File: config.mk
export PLATFORM = sky130hd
export DESIGN_NAME = range_coder_encoder_top
export DESIGN_NICKNAME = d
export VERILOG_FILES = /design/src/rtl/rce_pkg.sv /design/src/rtl/rce_ctrl.sv /design/src/rtl/rce_datapath.sv /design/src/rtl/range_coder_encoder_top.sv
export SDC_FILE = /design/constraint.sdc
export NUM_CORES = 2
export LEC_CHECK = 0
export BUFFER_PORTS_ARGS = -buffer_cell sky130_fd_sc_hd__buf_2
export CAP_MARGIN = 20
export CORE_MARGIN = 10
export CORE_UTILIZATION = 55
export CTS_BUF_LIST = sky130_fd_sc_hd__clkbuf_8
export DETAILED_ROUTE_END_ITERATION = 6
export PLACE_DENSITY = 0.83
export SLEW_MARGIN = 10
export SYNTH_ARGS = -nofsm -noshare
export SYNTH_HDL_FRONTEND = slang
export SYNTH_SLANG_ARGS = --single-unit
File: constraint.sdc
create_clock -name aclk -period 12.7 [get_ports aclk]
set_input_delay 2.54 -clock aclk [delete_from_list [all_inputs] [get_ports aclk]]
set_output_delay 2.54 -clock aclk [all_outputs]
set_load 0.05 [all_outputs]
File: src/rtl/rce_pkg.sv
package rce_pkg;

    // Fixed field widths
    localparam int CUM_W   = 17;
    localparam int BYTE_W  = 8;
    localparam int WORD_W  = 64;
    localparam int HALF_W  = 32;
    localparam int LIMIT_W = 32;

    // Partial product of one 32-bit range half by a cum value
    localparam int PP_W  = HALF_W + CUM_W;
    // Full 65-bit range times a cum value
    localparam int SUM_W = WORD_W + 1 + CUM_W;

    // Bytes per interval word, and the emit counter
    localparam int NUM_BYTES = WORD_W / BYTE_W;
    localparam int CNT_W     = $clog2(NUM_BYTES);
    localparam logic [CNT_W-1:0] CNT_LAST = CNT_W'(NUM_BYTES - 1);

    // Configuration port
    localparam int CFG_ADDR_W = 3;
    localparam int CFG_DATA_W = 32;
    localparam logic REG_BYTE_LIMIT = 1'b0;
    localparam logic [LIMIT_W-1:0] BYTE_LIMIT_RESET = '1;

    // Function codes of an input beat
    localparam logic FUNC_ENCODE = 1'b0;
    localparam logic FUNC_FLUSH  = 1'b1;

    typedef struct packed {
        logic             func;
        logic [CUM_W-1:0] cum_low;
        logic [CUM_W-1:0] cum_high;
    } rce_in_t;

    typedef struct packed {
        logic [BYTE_W-1:0] out_byte;
        logic              last;
        logic              overflow;
    } rce_out_t;

    // Controller to datapath
    typedef struct packed {
        logic load_in;
        logic calc_range;
        logic mul_en;
        logic sel_hi;
        logic sum_en;
        logic upd_high;
        logic upd_low;
        logic emit_byte;
        logic emit_ovf;
        logic last;
        logic shift_enc;
        logic shift_low;
        logic restart;
    } rce_cmd_t;

    // Datapath to controller
    typedef struct packed {
        logic agree;
        logic agree_next;
        logic limit_hit;
        logic err;
    } rce_sts_t;

endpackage

File: src/rtl/rce_ctrl.sv
module rce_ctrl
    import rce_pkg::*;
(
    input  logic     aclk,
    input  logic     aresetn,
    input  logic     s_valid,
    input  logic     s_func,
    output logic     s_ready,
    output logic     m_valid,
    input  logic     m_ready,
    input  rce_sts_t sts,
    output rce_cmd_t cmd
);

    typedef enum logic [2:0] {
        ST_IDLE,
        ST_RANGE,
        ST_MUL_H,
        ST_MUL_L,
        ST_SUM_L,
        ST_UPD,
        ST_EMIT,
        ST_FLUSH
    } state_t;

    state_t           state_reg, state_next;
    logic [CNT_W-1:0] cnt_reg, cnt_next;
    logic             m_valid_reg, m_valid_next;
    logic             out_free;
    logic             enc_last;

    assign out_free = !m_valid_reg || m_ready;
    assign enc_last = (cnt_reg == CNT_LAST) || !sts.agree_next;
    assign s_ready  = (state_reg == ST_IDLE);
    assign m_valid  = m_valid_reg;

    // Next state and commands
    always_comb begin
        cmd          = '0;
        state_next   = state_reg;
        cnt_next     = cnt_reg;
        m_valid_next = m_valid_reg;
        if (m_valid_reg && m_ready) begin
            m_valid_next = 1'b0;
        end
        unique case (state_reg)
            ST_IDLE: begin
                if (s_valid) begin
                    cmd.load_in = 1'b1;
                    cnt_next    = '0;
                    if (s_func == FUNC_FLUSH) begin
                        state_next = ST_FLUSH;
                    end else if (!sts.err) begin
                        state_next = ST_RANGE;
                    end
                end
            end
            ST_RANGE: begin
                cmd.calc_range = 1'b1;
                state_next     = ST_MUL_H;
            end
            ST_MUL_H: begin
                cmd.mul_en = 1'b1;
                cmd.sel_hi = 1'b1;
                state_next = ST_MUL_L;
            end
            ST_MUL_L: begin
                cmd.mul_en = 1'b1;
                cmd.sum_en = 1'b1;
                state_next = ST_SUM_L;
            end
            ST_SUM_L: begin
                cmd.sum_en   = 1'b1;
                cmd.upd_high = 1'b1;
                state_next   = ST_UPD;
            end
            ST_UPD: begin
                cmd.upd_low = 1'b1;
                state_next  = ST_EMIT;
            end
            // One agreed top byte per result beat, or an overflow beat at the byte limit
            ST_EMIT: begin
                if (!sts.agree) begin
                    state_next = ST_IDLE;
                end else if (out_free) begin
                    m_valid_next = 1'b1;
                    if (sts.limit_hit) begin
                        cmd.emit_ovf = 1'b1;
                        state_next   = ST_IDLE;
                    end else begin
                        cmd.emit_byte = 1'b1;
                        cmd.shift_enc = 1'b1;
                        cmd.last      = enc_last;
                        if (enc_last) begin
                            state_next = ST_IDLE;
                        end else begin
                            cnt_next = cnt_reg + 1'b1;
                        end
                    end
                end
            end
            // All bytes of low, ending early in an overflow beat on error or at the byte limit, then restart
            ST_FLUSH: begin
                if (out_free) begin
                    m_valid_next = 1'b1;
                    if (sts.err || sts.limit_hit) begin
                        cmd.emit_ovf = 1'b1;
                        cmd.restart  = 1'b1;
                        state_next   = ST_IDLE;
                    end else begin
                        cmd.emit_byte = 1'b1;
                        cmd.shift_low = 1'b1;
                        cmd.last      = (cnt_reg == CNT_LAST);
                        if (cnt_reg == CNT_LAST) begin
                            cmd.restart = 1'b1;
                            state_next  = ST_IDLE;
                        end else begin
                            cnt_next = cnt_reg + 1'b1;
                        end
                    end
                end
            end
        endcase
    end

    always_ff @(posedge aclk) begin
        if (!aresetn) begin
            state_reg   <= ST_IDLE;
            cnt_reg     <= '0;
            m_valid_reg <= 1'b0;
        end else begin
            state_reg   <= state_next;
            cnt_reg     <= cnt_next;
            m_valid_reg <= m_valid_next;
        end
    end

endmodule

File: src/rtl/rce_datapath.sv
module rce_datapath
    import rce_pkg::*;
#(
    parameter int PRECISION_BITS = 16
) (
    input  logic               aclk,
    input  logic               aresetn,
    input  rce_cmd_t           cmd,
    input  rce_in_t            in_data,
    input  logic [LIMIT_W-1:0] byte_limit,
    output rce_sts_t           sts,
    output rce_out_t           out_data
);

    // Coder state
    logic [WORD_W-1:0]  low_reg, low_next;
    logic [WORD_W-1:0]  high_reg, high_next;
    logic [LIMIT_W-1:0] sent_reg, sent_next;
    logic               err_reg, err_next;

    // Working registers
    logic [CUM_W-1:0]  cl_reg, ch_reg;
    logic [WORD_W-1:0] range_reg;
    logic              top_reg;
    logic [PP_W-1:0]   pp_lo_reg, pp_mid_reg;
    logic [CUM_W-1:0]  pp_f_reg;
    logic [WORD_W-1:0] scale_reg;
    rce_out_t          out_reg;

    logic [CUM_W-1:0]  f_sel;
    logic [SUM_W-1:0]  prod;

    assign f_sel = cmd.sel_hi ? ch_reg : cl_reg;

    // Recombine the partial products: (top:range) * f, bits above the precision
    assign prod = SUM_W'(pp_lo_reg)
                + (SUM_W'(pp_mid_reg) << HALF_W)
                + (top_reg ? (SUM_W'(pp_f_reg) << WORD_W) : '0);

    assign sts.agree      = (low_reg[WORD_W-1 -: BYTE_W] == high_reg[WORD_W-1 -: BYTE_W]);
    assign sts.agree_next = (low_reg[WORD_W-BYTE_W-1 -: BYTE_W]
                             == high_reg[WORD_W-BYTE_W-1 -: BYTE_W]);
    assign sts.limit_hit  = (sent_reg >= byte_limit);
    assign sts.err        = err_reg;
    assign out_data       = out_reg;

    // Coder state update
    always_comb begin
        low_next  = low_reg;
        high_next = high_reg;
        sent_next = sent_reg;
        err_next  = err_reg;
        if (cmd.upd_high) begin
            high_next = low_reg + scale_reg - WORD_W'(1);
        end
        if (cmd.upd_low) begin
            low_next = low_reg + scale_reg;
        end
        if (cmd.shift_enc) begin
            low_next  = low_reg << BYTE_W;
            high_next = (high_reg << BYTE_W) | WORD_W'({BYTE_W{1'b1}});
        end
        if (cmd.shift_low) begin
            low_next = low_reg << BYTE_W;
        end
        if (cmd.emit_byte) begin
            sent_next = sent_reg + 1'b1;
        end
        if (cmd.emit_ovf) begin
            err_next = 1'b1;
        end
        if (cmd.restart) begin
            low_next  = '0;
            high_next = '1;
            sent_next = '0;
            err_next  = 1'b0;
        end
    end

    always_ff @(posedge aclk) begin
        if (!aresetn) begin
            low_reg  <= '0;
            high_reg <= '1;
            sent_reg <= '0;
            err_reg  <= 1'b0;
        end else begin
            low_reg  <= low_next;
            high_reg <= high_next;
            sent_reg <= sent_next;
            err_reg  <= err_next;
        end
    end

    // Narrowing pipeline: range, partial products, scaled bound
    always_ff @(posedge aclk) begin
        if (cmd.load_in) begin
            cl_reg <= in_data.cum_low;
            ch_reg <= in_data.cum_high;
        end
        if (cmd.calc_range) begin
            range_reg <= high_reg - low_reg + WORD_W'(1);
            top_reg   <= ((high_reg == '1) && (low_reg == '0)) || (high_reg < low_reg);
        end
        if (cmd.mul_en) begin
            pp_lo_reg  <= PP_W'(range_reg[HALF_W-1:0]) * PP_W'(f_sel);
            pp_mid_reg <= PP_W'(range_reg[WORD_W-1:HALF_W]) * PP_W'(f_sel);
            pp_f_reg   <= f_sel;
        end
        if (cmd.sum_en) begin
            scale_reg <= prod[PRECISION_BITS +: WORD_W];
        end
    end

    // Output register
    always_ff @(posedge aclk) begin
        if (cmd.emit_ovf) begin
            out_reg.out_byte <= '0;
            out_reg.last     <= 1'b1;
            out_reg.overflow <= 1'b1;
        end else if (cmd.emit_byte) begin
            out_reg.out_byte <= low_reg[WORD_W-1 -: BYTE_W];
            out_reg.last     <= cmd.last;
            out_reg.overflow <= 1'b0;
        end
    end

endmodule

File: src/rtl/range_coder_encoder_top.sv
// Range coder encoder, 64-bit low/high interval.
// Input channel s_*: one beat per symbol (func = encode, cum_low/cum_high
// bounds) or per flush (func = flush, cum fields ignored).
// Result channel m_*: one code byte per beat; last marks the final beat of
// an input beat, overflow marks a byte-limit violation (out_byte is zero).
// APB port: byte_limit at address 0, reset all ones, write only while idle.
// Flow: an encode beat passes the narrowing states (range, two multiply
// steps on the 32x17 multiplier pair, two adds), then emits 0 to 8 bytes
// at one per cycle while m_ready allows; s_ready returns after the last
// one. A flush emits all 8 bytes of low, or stops with an overflow beat
// when an earlier error or the byte limit stops it.
// Throughput is set by the shared multiplier pair and the one-byte shifter.
// The result register frees the emitter as soon as the receiver takes a
// beat; while m_ready is low the pending beat holds and the emitter waits.
// A new input beat is taken while the last result still waits.
// Reset (aresetn low, synchronous): full interval state, no error,
// byte count zero, byte_limit all ones, no result pending.
module range_coder_encoder_top
    import rce_pkg::*;
#(
    parameter int PRECISION_BITS = 16
) (
    input  logic                  aclk,
    input  logic                  aresetn,
    input  logic                  s_valid,
    output logic                  s_ready,
    input  rce_in_t               s_data,
    output logic                  m_valid,
    input  logic                  m_ready,
    output rce_out_t              m_data,
    input  logic                  psel,
    input  logic                  penable,
    input  logic                  pwrite,
    input  logic [CFG_ADDR_W-1:0] paddr,
    input  logic [CFG_DATA_W-1:0] pwdata,
    output logic [CFG_DATA_W-1:0] prdata,
    output logic                  pready
);

    logic [LIMIT_W-1:0] byte_limit_reg;
    logic               reg_idx;
    rce_cmd_t           cmd;
    rce_sts_t           sts;

    assign pready  = 1'b1;
    assign reg_idx = paddr[CFG_ADDR_W-1];

    // Register write
    always_ff @(posedge aclk) begin
        if (!aresetn) begin
            byte_limit_reg <= BYTE_LIMIT_RESET;
        end else if (psel && penable && pwrite && (reg_idx == REG_BYTE_LIMIT)) begin
            byte_limit_reg <= pwdata[LIMIT_W-1:0];
        end
    end

    // Register read
    always_comb begin
        prdata = '0;
        if (reg_idx == REG_BYTE_LIMIT) begin
            prdata = CFG_DATA_W'(byte_limit_reg);
        end
    end

    rce_ctrl u_ctrl (
        .aclk    (aclk),
        .aresetn (aresetn),
        .s_valid (s_valid),
        .s_func  (s_data.func),
        .s_ready (s_ready),
        .m_valid (m_valid),
        .m_ready (m_ready),
        .sts     (sts),
        .cmd     (cmd)
    );

    rce_datapath #(
        .PRECISION_BITS (PRECISION_BITS)
    ) u_dp (
        .aclk       (aclk),
        .aresetn    (aresetn),
        .cmd        (cmd),
        .in_data    (s_data),
        .byte_limit (byte_limit_reg),
        .sts        (sts),
        .out_data   (m_data)
    );

endmodule

==> PnR_summary.wiki <==
{| class="wikitable"
! Metric !! Value
|-
| Clock slew at reported path FFs || 0.07 ns
|-
| Number of different library cells in the post-synthesis netlist || 95
|-
| Setup bufs post-CTS || 0
|-
| Source of the worst hold timing path || u_dp.pp_lo_reg[31]
|-
| Final slew viol count || 0
|-
| Count of cells along the worst register-to-register path || 28
|-
| Post-cts hold buffer count || 0
|-
| Classification of the worst-slack hold path || register to register
|-
| Number of register bits inferred by synthesis || 470
|-
| Timing startpoint of the critical path || u_ctrl.state_reg[1]
|-
| Fraction of layout cells with a size suffix above 1 || under 10%
|-
| Drt first pass iters || 5
|-
| Capture point of the critical path || u_dp.pp_lo_reg[48]
|-
| Die outline area || approximately 0.13 mm^2
|-
| Arithmetic-cell share of the synthesized area counting full adders, half adders and majority gates || around 39%
|-
| Warning count from the yosys run || 0
|-
| Min cycle time layout || approximately 11 ns
|-
| Ports placed on the boundary || between 100 and 150
|-
| Setup-violating endpoint count in the final report || 0
|-
| Internal reg-to-reg setup slack || about 2.1 ns
|-
| Clock sink count || 470
|-
| Slowest stage cell, crit path || sky130_fd_sc_hd__mux2_2
|-
| Run status || completed
|-
| Worst clock skew || ~0.044 ns
|-
| Maximum clock insertion buffer count || 3
|-
| Synthesized instance count || about 7200
|-
| Ys flop type || sky130_fd_sc_hd__edfxtp_1
|-
| Critical Path Source Type || register
|-
| Total number of vias || between 50000 and 60000
|-
| CORE AREA || between 0.1 and 0.15 mm^2
|-
| Data required time of the worst path || between 10 and 15 ns
|-
| Net count of the mapped netlist || 8669
|-
| Total number of nets in the final design || 8616
|-
| Compound-gate portion of the synthesized area || 10.8%
|-
| Sum Neg Setup Slack || 0 ns
|-
| DRT antenna net count || 0
|-
| Cell repeated most along the worst path || sky130_fd_sc_hd__fa_1
|-
| GPL Wtd Cong || about 0.96
|-
| Std cell rows || between 100 and 150
|-
| Multiplexer area fraction after synthesis || less than 1%
|-
| Final Cycle Share || approximately 83%
|-
| Final Core Density || between 50 and 60%
|-
| Fraction of post-synthesis cell area in the top cell type by area || approximately 29%
|-
| Clock latency of the later-clocked register in the worst-skew pair || around 0.75 ns
|-
| Critical path class || register to register
|-
| Synthesized-area fraction occupied by xor and xnor cells || approximately 4.0%
|-
| Setup repair after global routing missed its margin || no
|-
| Sequential share of the synthesized area || approximately a fifth
|-
| Effective utilization at floorplan || about 56%
|-
| Average wire per cell in the routed design || 20.2 um
|-
| First-pass GRT wire length || between 200000 and 300000 um
|-
| Number of antenna violations at the first check in global routing || 3
|-
| Number of vias per cell after detailed routing || between 5 and 6
|-
| Num CTS Buffers || 84
|-
| F_max || 94.6 MHz
|-
| H-tree depth || 3
|-
| Endpoint kind of the worst setup timing path || register
|-
| Post-synthesis simple-gate area fraction || 17.2%
|-
| Remaining global-route overflow || 0
|-
| Cell type with the largest total area after synthesis || sky130_fd_sc_hd__fa_1
|-
| Syn avg cell area || 8.88 um^2
|-
| Number of max-cap violations || 0
|-
| Buffers added on ports || 118
|-
| Largest stage delay on the critical path || around 0.95 ns
|-
| Total wire length || ~180000 um
|-
| Cells taking the most area after synthesis || sky130_fd_sc_hd__fa_1, sky130_fd_sc_hd__edfxtp_1, sky130_fd_sc_hd__ha_1
|-
| DIE WIDTH || 360 um
|-
| Terminus of the critical flop-to-flop path || u_dp.pp_lo_reg[48]
|-
| Number of global-route vias before repair || around 54000
|-
| Data arrival time of the critical path || roughly 11 ns
|-
| Area of the mapped netlist || about 0.064 mm^2
|-
| Reg-to-reg startpoint || u_ctrl.state_reg[1]
|-
| Final-report hold violation count || 0
|-
| Worst slew margin || about a fifth
|-
| Share of flip-flops with an asynchronous set or reset || 0%
|-
| DPL Wire Length || 135000 um
|-
| Total track usage || between 20 and 30%
|-
| Worst-path fanout max || 36
|-
| Main combinational cell family by area after synthesis || adder cells
|-
| Vert. Die Dim || around 360 um
|-
| Clock root buffer || sky130_fd_sc_hd__clkbuf_8
|-
| Number of enable-type register cells in the synthesized netlist || 260
|-
| Transition at the pin with the smallest max-transition slack || 1.20 ns
|-
| Largest net degree at the start of global routing || roughly 130
|-
| Count of cells resized by post-cts repair || 0
|-
| Residual DRC || 0
|-
| Fill cells || slightly below 10000
|-
| Number of DRC markers in iteration 0 || around 4100
|-
| CTS tree || done
|-
| Area growth syn-to-layout || 5.69%
|}
## critical path, delay by kind of cell (launching register included)
| family | cells | cell delay (ns) |
|---|---|---|
| fa+ha+maj | 7 | 3.39 |
| compound gates | 10 | 2.93 |
| simple gates | 5 | 1.67 |
| mux | 1 | 0.95 |
| flops | 1 | 0.72 |
| buf+inv | 4 | 0.46 |
| xor+xnor | 1 | 0.08 |
## worst min-delay path by stage
stage / endpoint / slack (ns) / cells after the start
finish: u_dp.scale_reg[15] / 0.41 / 0
global placement: u_dp.scale_reg[12] / 0.40 / 0
detailed placement: u_dp.scale_reg[9] / 0.41 / 0
global route: u_dp.scale_reg[9] / 0.42 / 0
CTS: u_dp.scale_reg[15] / 0.41 / 0
floorplan: u_dp.scale_reg[0] / 0.40 / 0
## cells in the mapped netlist (8+ instances only)
| library cell | count |
|---|---|
| sky130_fd_sc_hd__nor2_1 | 307 |
| sky130_fd_sc_hd__nor3_1 | 82 |
| sky130_fd_sc_hd__nor3b_1 | 8 |
| sky130_fd_sc_hd__o2111ai_1 | 8 |
| sky130_fd_sc_hd__nor4_1 | 32 |
| sky130_fd_sc_hd__a311oi_1 | 9 |
| sky130_fd_sc_hd__inv_1 | 1304 |
| sky130_fd_sc_hd__nand2_1 | 1014 |
| sky130_fd_sc_hd__a22oi_1 | 49 |
| sky130_fd_sc_hd__nand3_1 | 87 |
| sky130_fd_sc_hd__xnor2_1 | 196 |
| sky130_fd_sc_hd__o21a_1 | 35 |
| sky130_fd_sc_hd__or3_1 | 26 |
| sky130_fd_sc_hd__buf_1 | 11 |
| sky130_fd_sc_hd__nand4_1 | 77 |
| sky130_fd_sc_hd__or4_1 | 9 |
| sky130_fd_sc_hd__o211a_1 | 9 |
| sky130_fd_sc_hd__a211oi_1 | 28 |
| sky130_fd_sc_hd__nor2b_1 | 42 |
| sky130_fd_sc_hd__a21boi_0 | 10 |
| sky130_fd_sc_hd__a21oi_1 | 320 |
| sky130_fd_sc_hd__and2_1 | 468 |
| sky130_fd_sc_hd__fa_1 | 929 |
| sky130_fd_sc_hd__o21ai_0 | 162 |
| sky130_fd_sc_hd__a21o_1 | 116 |
| sky130_fd_sc_hd__xor2_1 | 98 |
| sky130_fd_sc_hd__or2_2 | 13 |
| sky130_fd_sc_hd__o211ai_1 | 79 |
| sky130_fd_sc_hd__and3_1 | 34 |
| sky130_fd_sc_hd__ha_1 | 499 |
| sky130_fd_sc_hd__nand3b_1 | 9 |
| sky130_fd_sc_hd__and4_1 | 12 |
| sky130_fd_sc_hd__dfxtp_1 | 210 |
| sky130_fd_sc_hd__o21bai_1 | 32 |
| sky130_fd_sc_hd__a31oi_1 | 31 |
| sky130_fd_sc_hd__edfxtp_1 | 260 |
| sky130_fd_sc_hd__a211o_1 | 13 |
| sky130_fd_sc_hd__mux2_2 | 19 |
| sky130_fd_sc_hd__nand2b_1 | 37 |
| sky130_fd_sc_hd__a221oi_1 | 44 |
| sky130_fd_sc_hd__o31ai_1 | 14 |
| sky130_fd_sc_hd__clkbuf_1 | 292 |
| sky130_fd_sc_hd__a41oi_1 | 8 |
## metrics by stage
step                      hold slack (ns)  area, um^2  instances  setup slack (ns)
after floorplan                     0.400       63600       7164              1.62
after global placement              0.402       65400       8535              2.35
after detailed placement            0.405       65400       8535              2.27
after CTS                           0.411       67200       8691              2.15
after global routing                0.420       67200       8695              1.62
final                               0.409       67200       8696              2.13
## metal layers
metal / up-vias / routed length [um] / GRT usage (%)
li1: 22800 / - / -
met1: 25200 / 65300 / 31.9
met2: 2252 / 85100 / 46.1
met3: 638 / 13900 / 4.51
met4: 4 / 11700 / 16.2
met5: - / 25 / 0
## layout make-up
| class | count | area, um^2 | area share, % |
|---|---|---|---|
| sequential | 470 | 12000 | 17.9 |
| inverter | 1304 | 4890 | 7.28 |
| clock buffer | 91 | 1250 | 1.86 |
| tap | 1512 | 1890 | 2.81 |
| multi-input combinational | 5079 | 45600 | 67.8 |
| timing repair buffer | 172 | 1070 | 1.59 |
| antenna | 3 | 7.51 | 0.0112 |
| clock inverter | 65 | 495 | 0.737 |
## logic make-up after synthesis
| kind of cell | after synthesis |
|---|---|
| xor gates and xnor gates | 294 |
| muxes | 25 |
| and+or+nand+nor | 2285 |
| adders and majority gates | 1428 |
| other | 1 |
| buffers and inverters | 1615 |
| AOI/OAI and AO/OA | 1046 |
| DFF | 470 |
## layout by cell type, fill, tap and decap left out, types with 32 or more instances in the layout
cell and instances:
sky130_fd_sc_hd__a221oi_1 44, sky130_fd_sc_hd__o21bai_1 32, sky130_fd_sc_hd__ha_1 499, sky130_fd_sc_hd__dfxtp_1 210, sky130_fd_sc_hd__o21a_1 35, sky130_fd_sc_hd__fa_1 929, sky130_fd_sc_hd__a21o_1 116, sky130_fd_sc_hd__inv_1 1323
sky130_fd_sc_hd__clkbuf_8 91, sky130_fd_sc_hd__and3_1 34, sky130_fd_sc_hd__and2_1 467, sky130_fd_sc_hd__nor2_1 301, sky130_fd_sc_hd__nand4_1 77, sky130_fd_sc_hd__edfxtp_1 260, sky130_fd_sc_hd__buf_2 118, sky130_fd_sc_hd__xnor2_1 196
sky130_fd_sc_hd__nand2b_1 37, sky130_fd_sc_hd__nand2_1 1013, sky130_fd_sc_hd__nor3_1 82, sky130_fd_sc_hd__a21oi_1 320, sky130_fd_sc_hd__nor2b_1 41, sky130_fd_sc_hd__o211ai_1 79, sky130_fd_sc_hd__o21ai_0 161, sky130_fd_sc_hd__a22oi_1 48
sky130_fd_sc_hd__xor2_1 98, sky130_fd_sc_hd__nand3_1 87, sky130_fd_sc_hd__buf_4 48
Power is not shown: default switching activity piles up to over one toggle a cycle in this logic, so the estimate is an artifact.
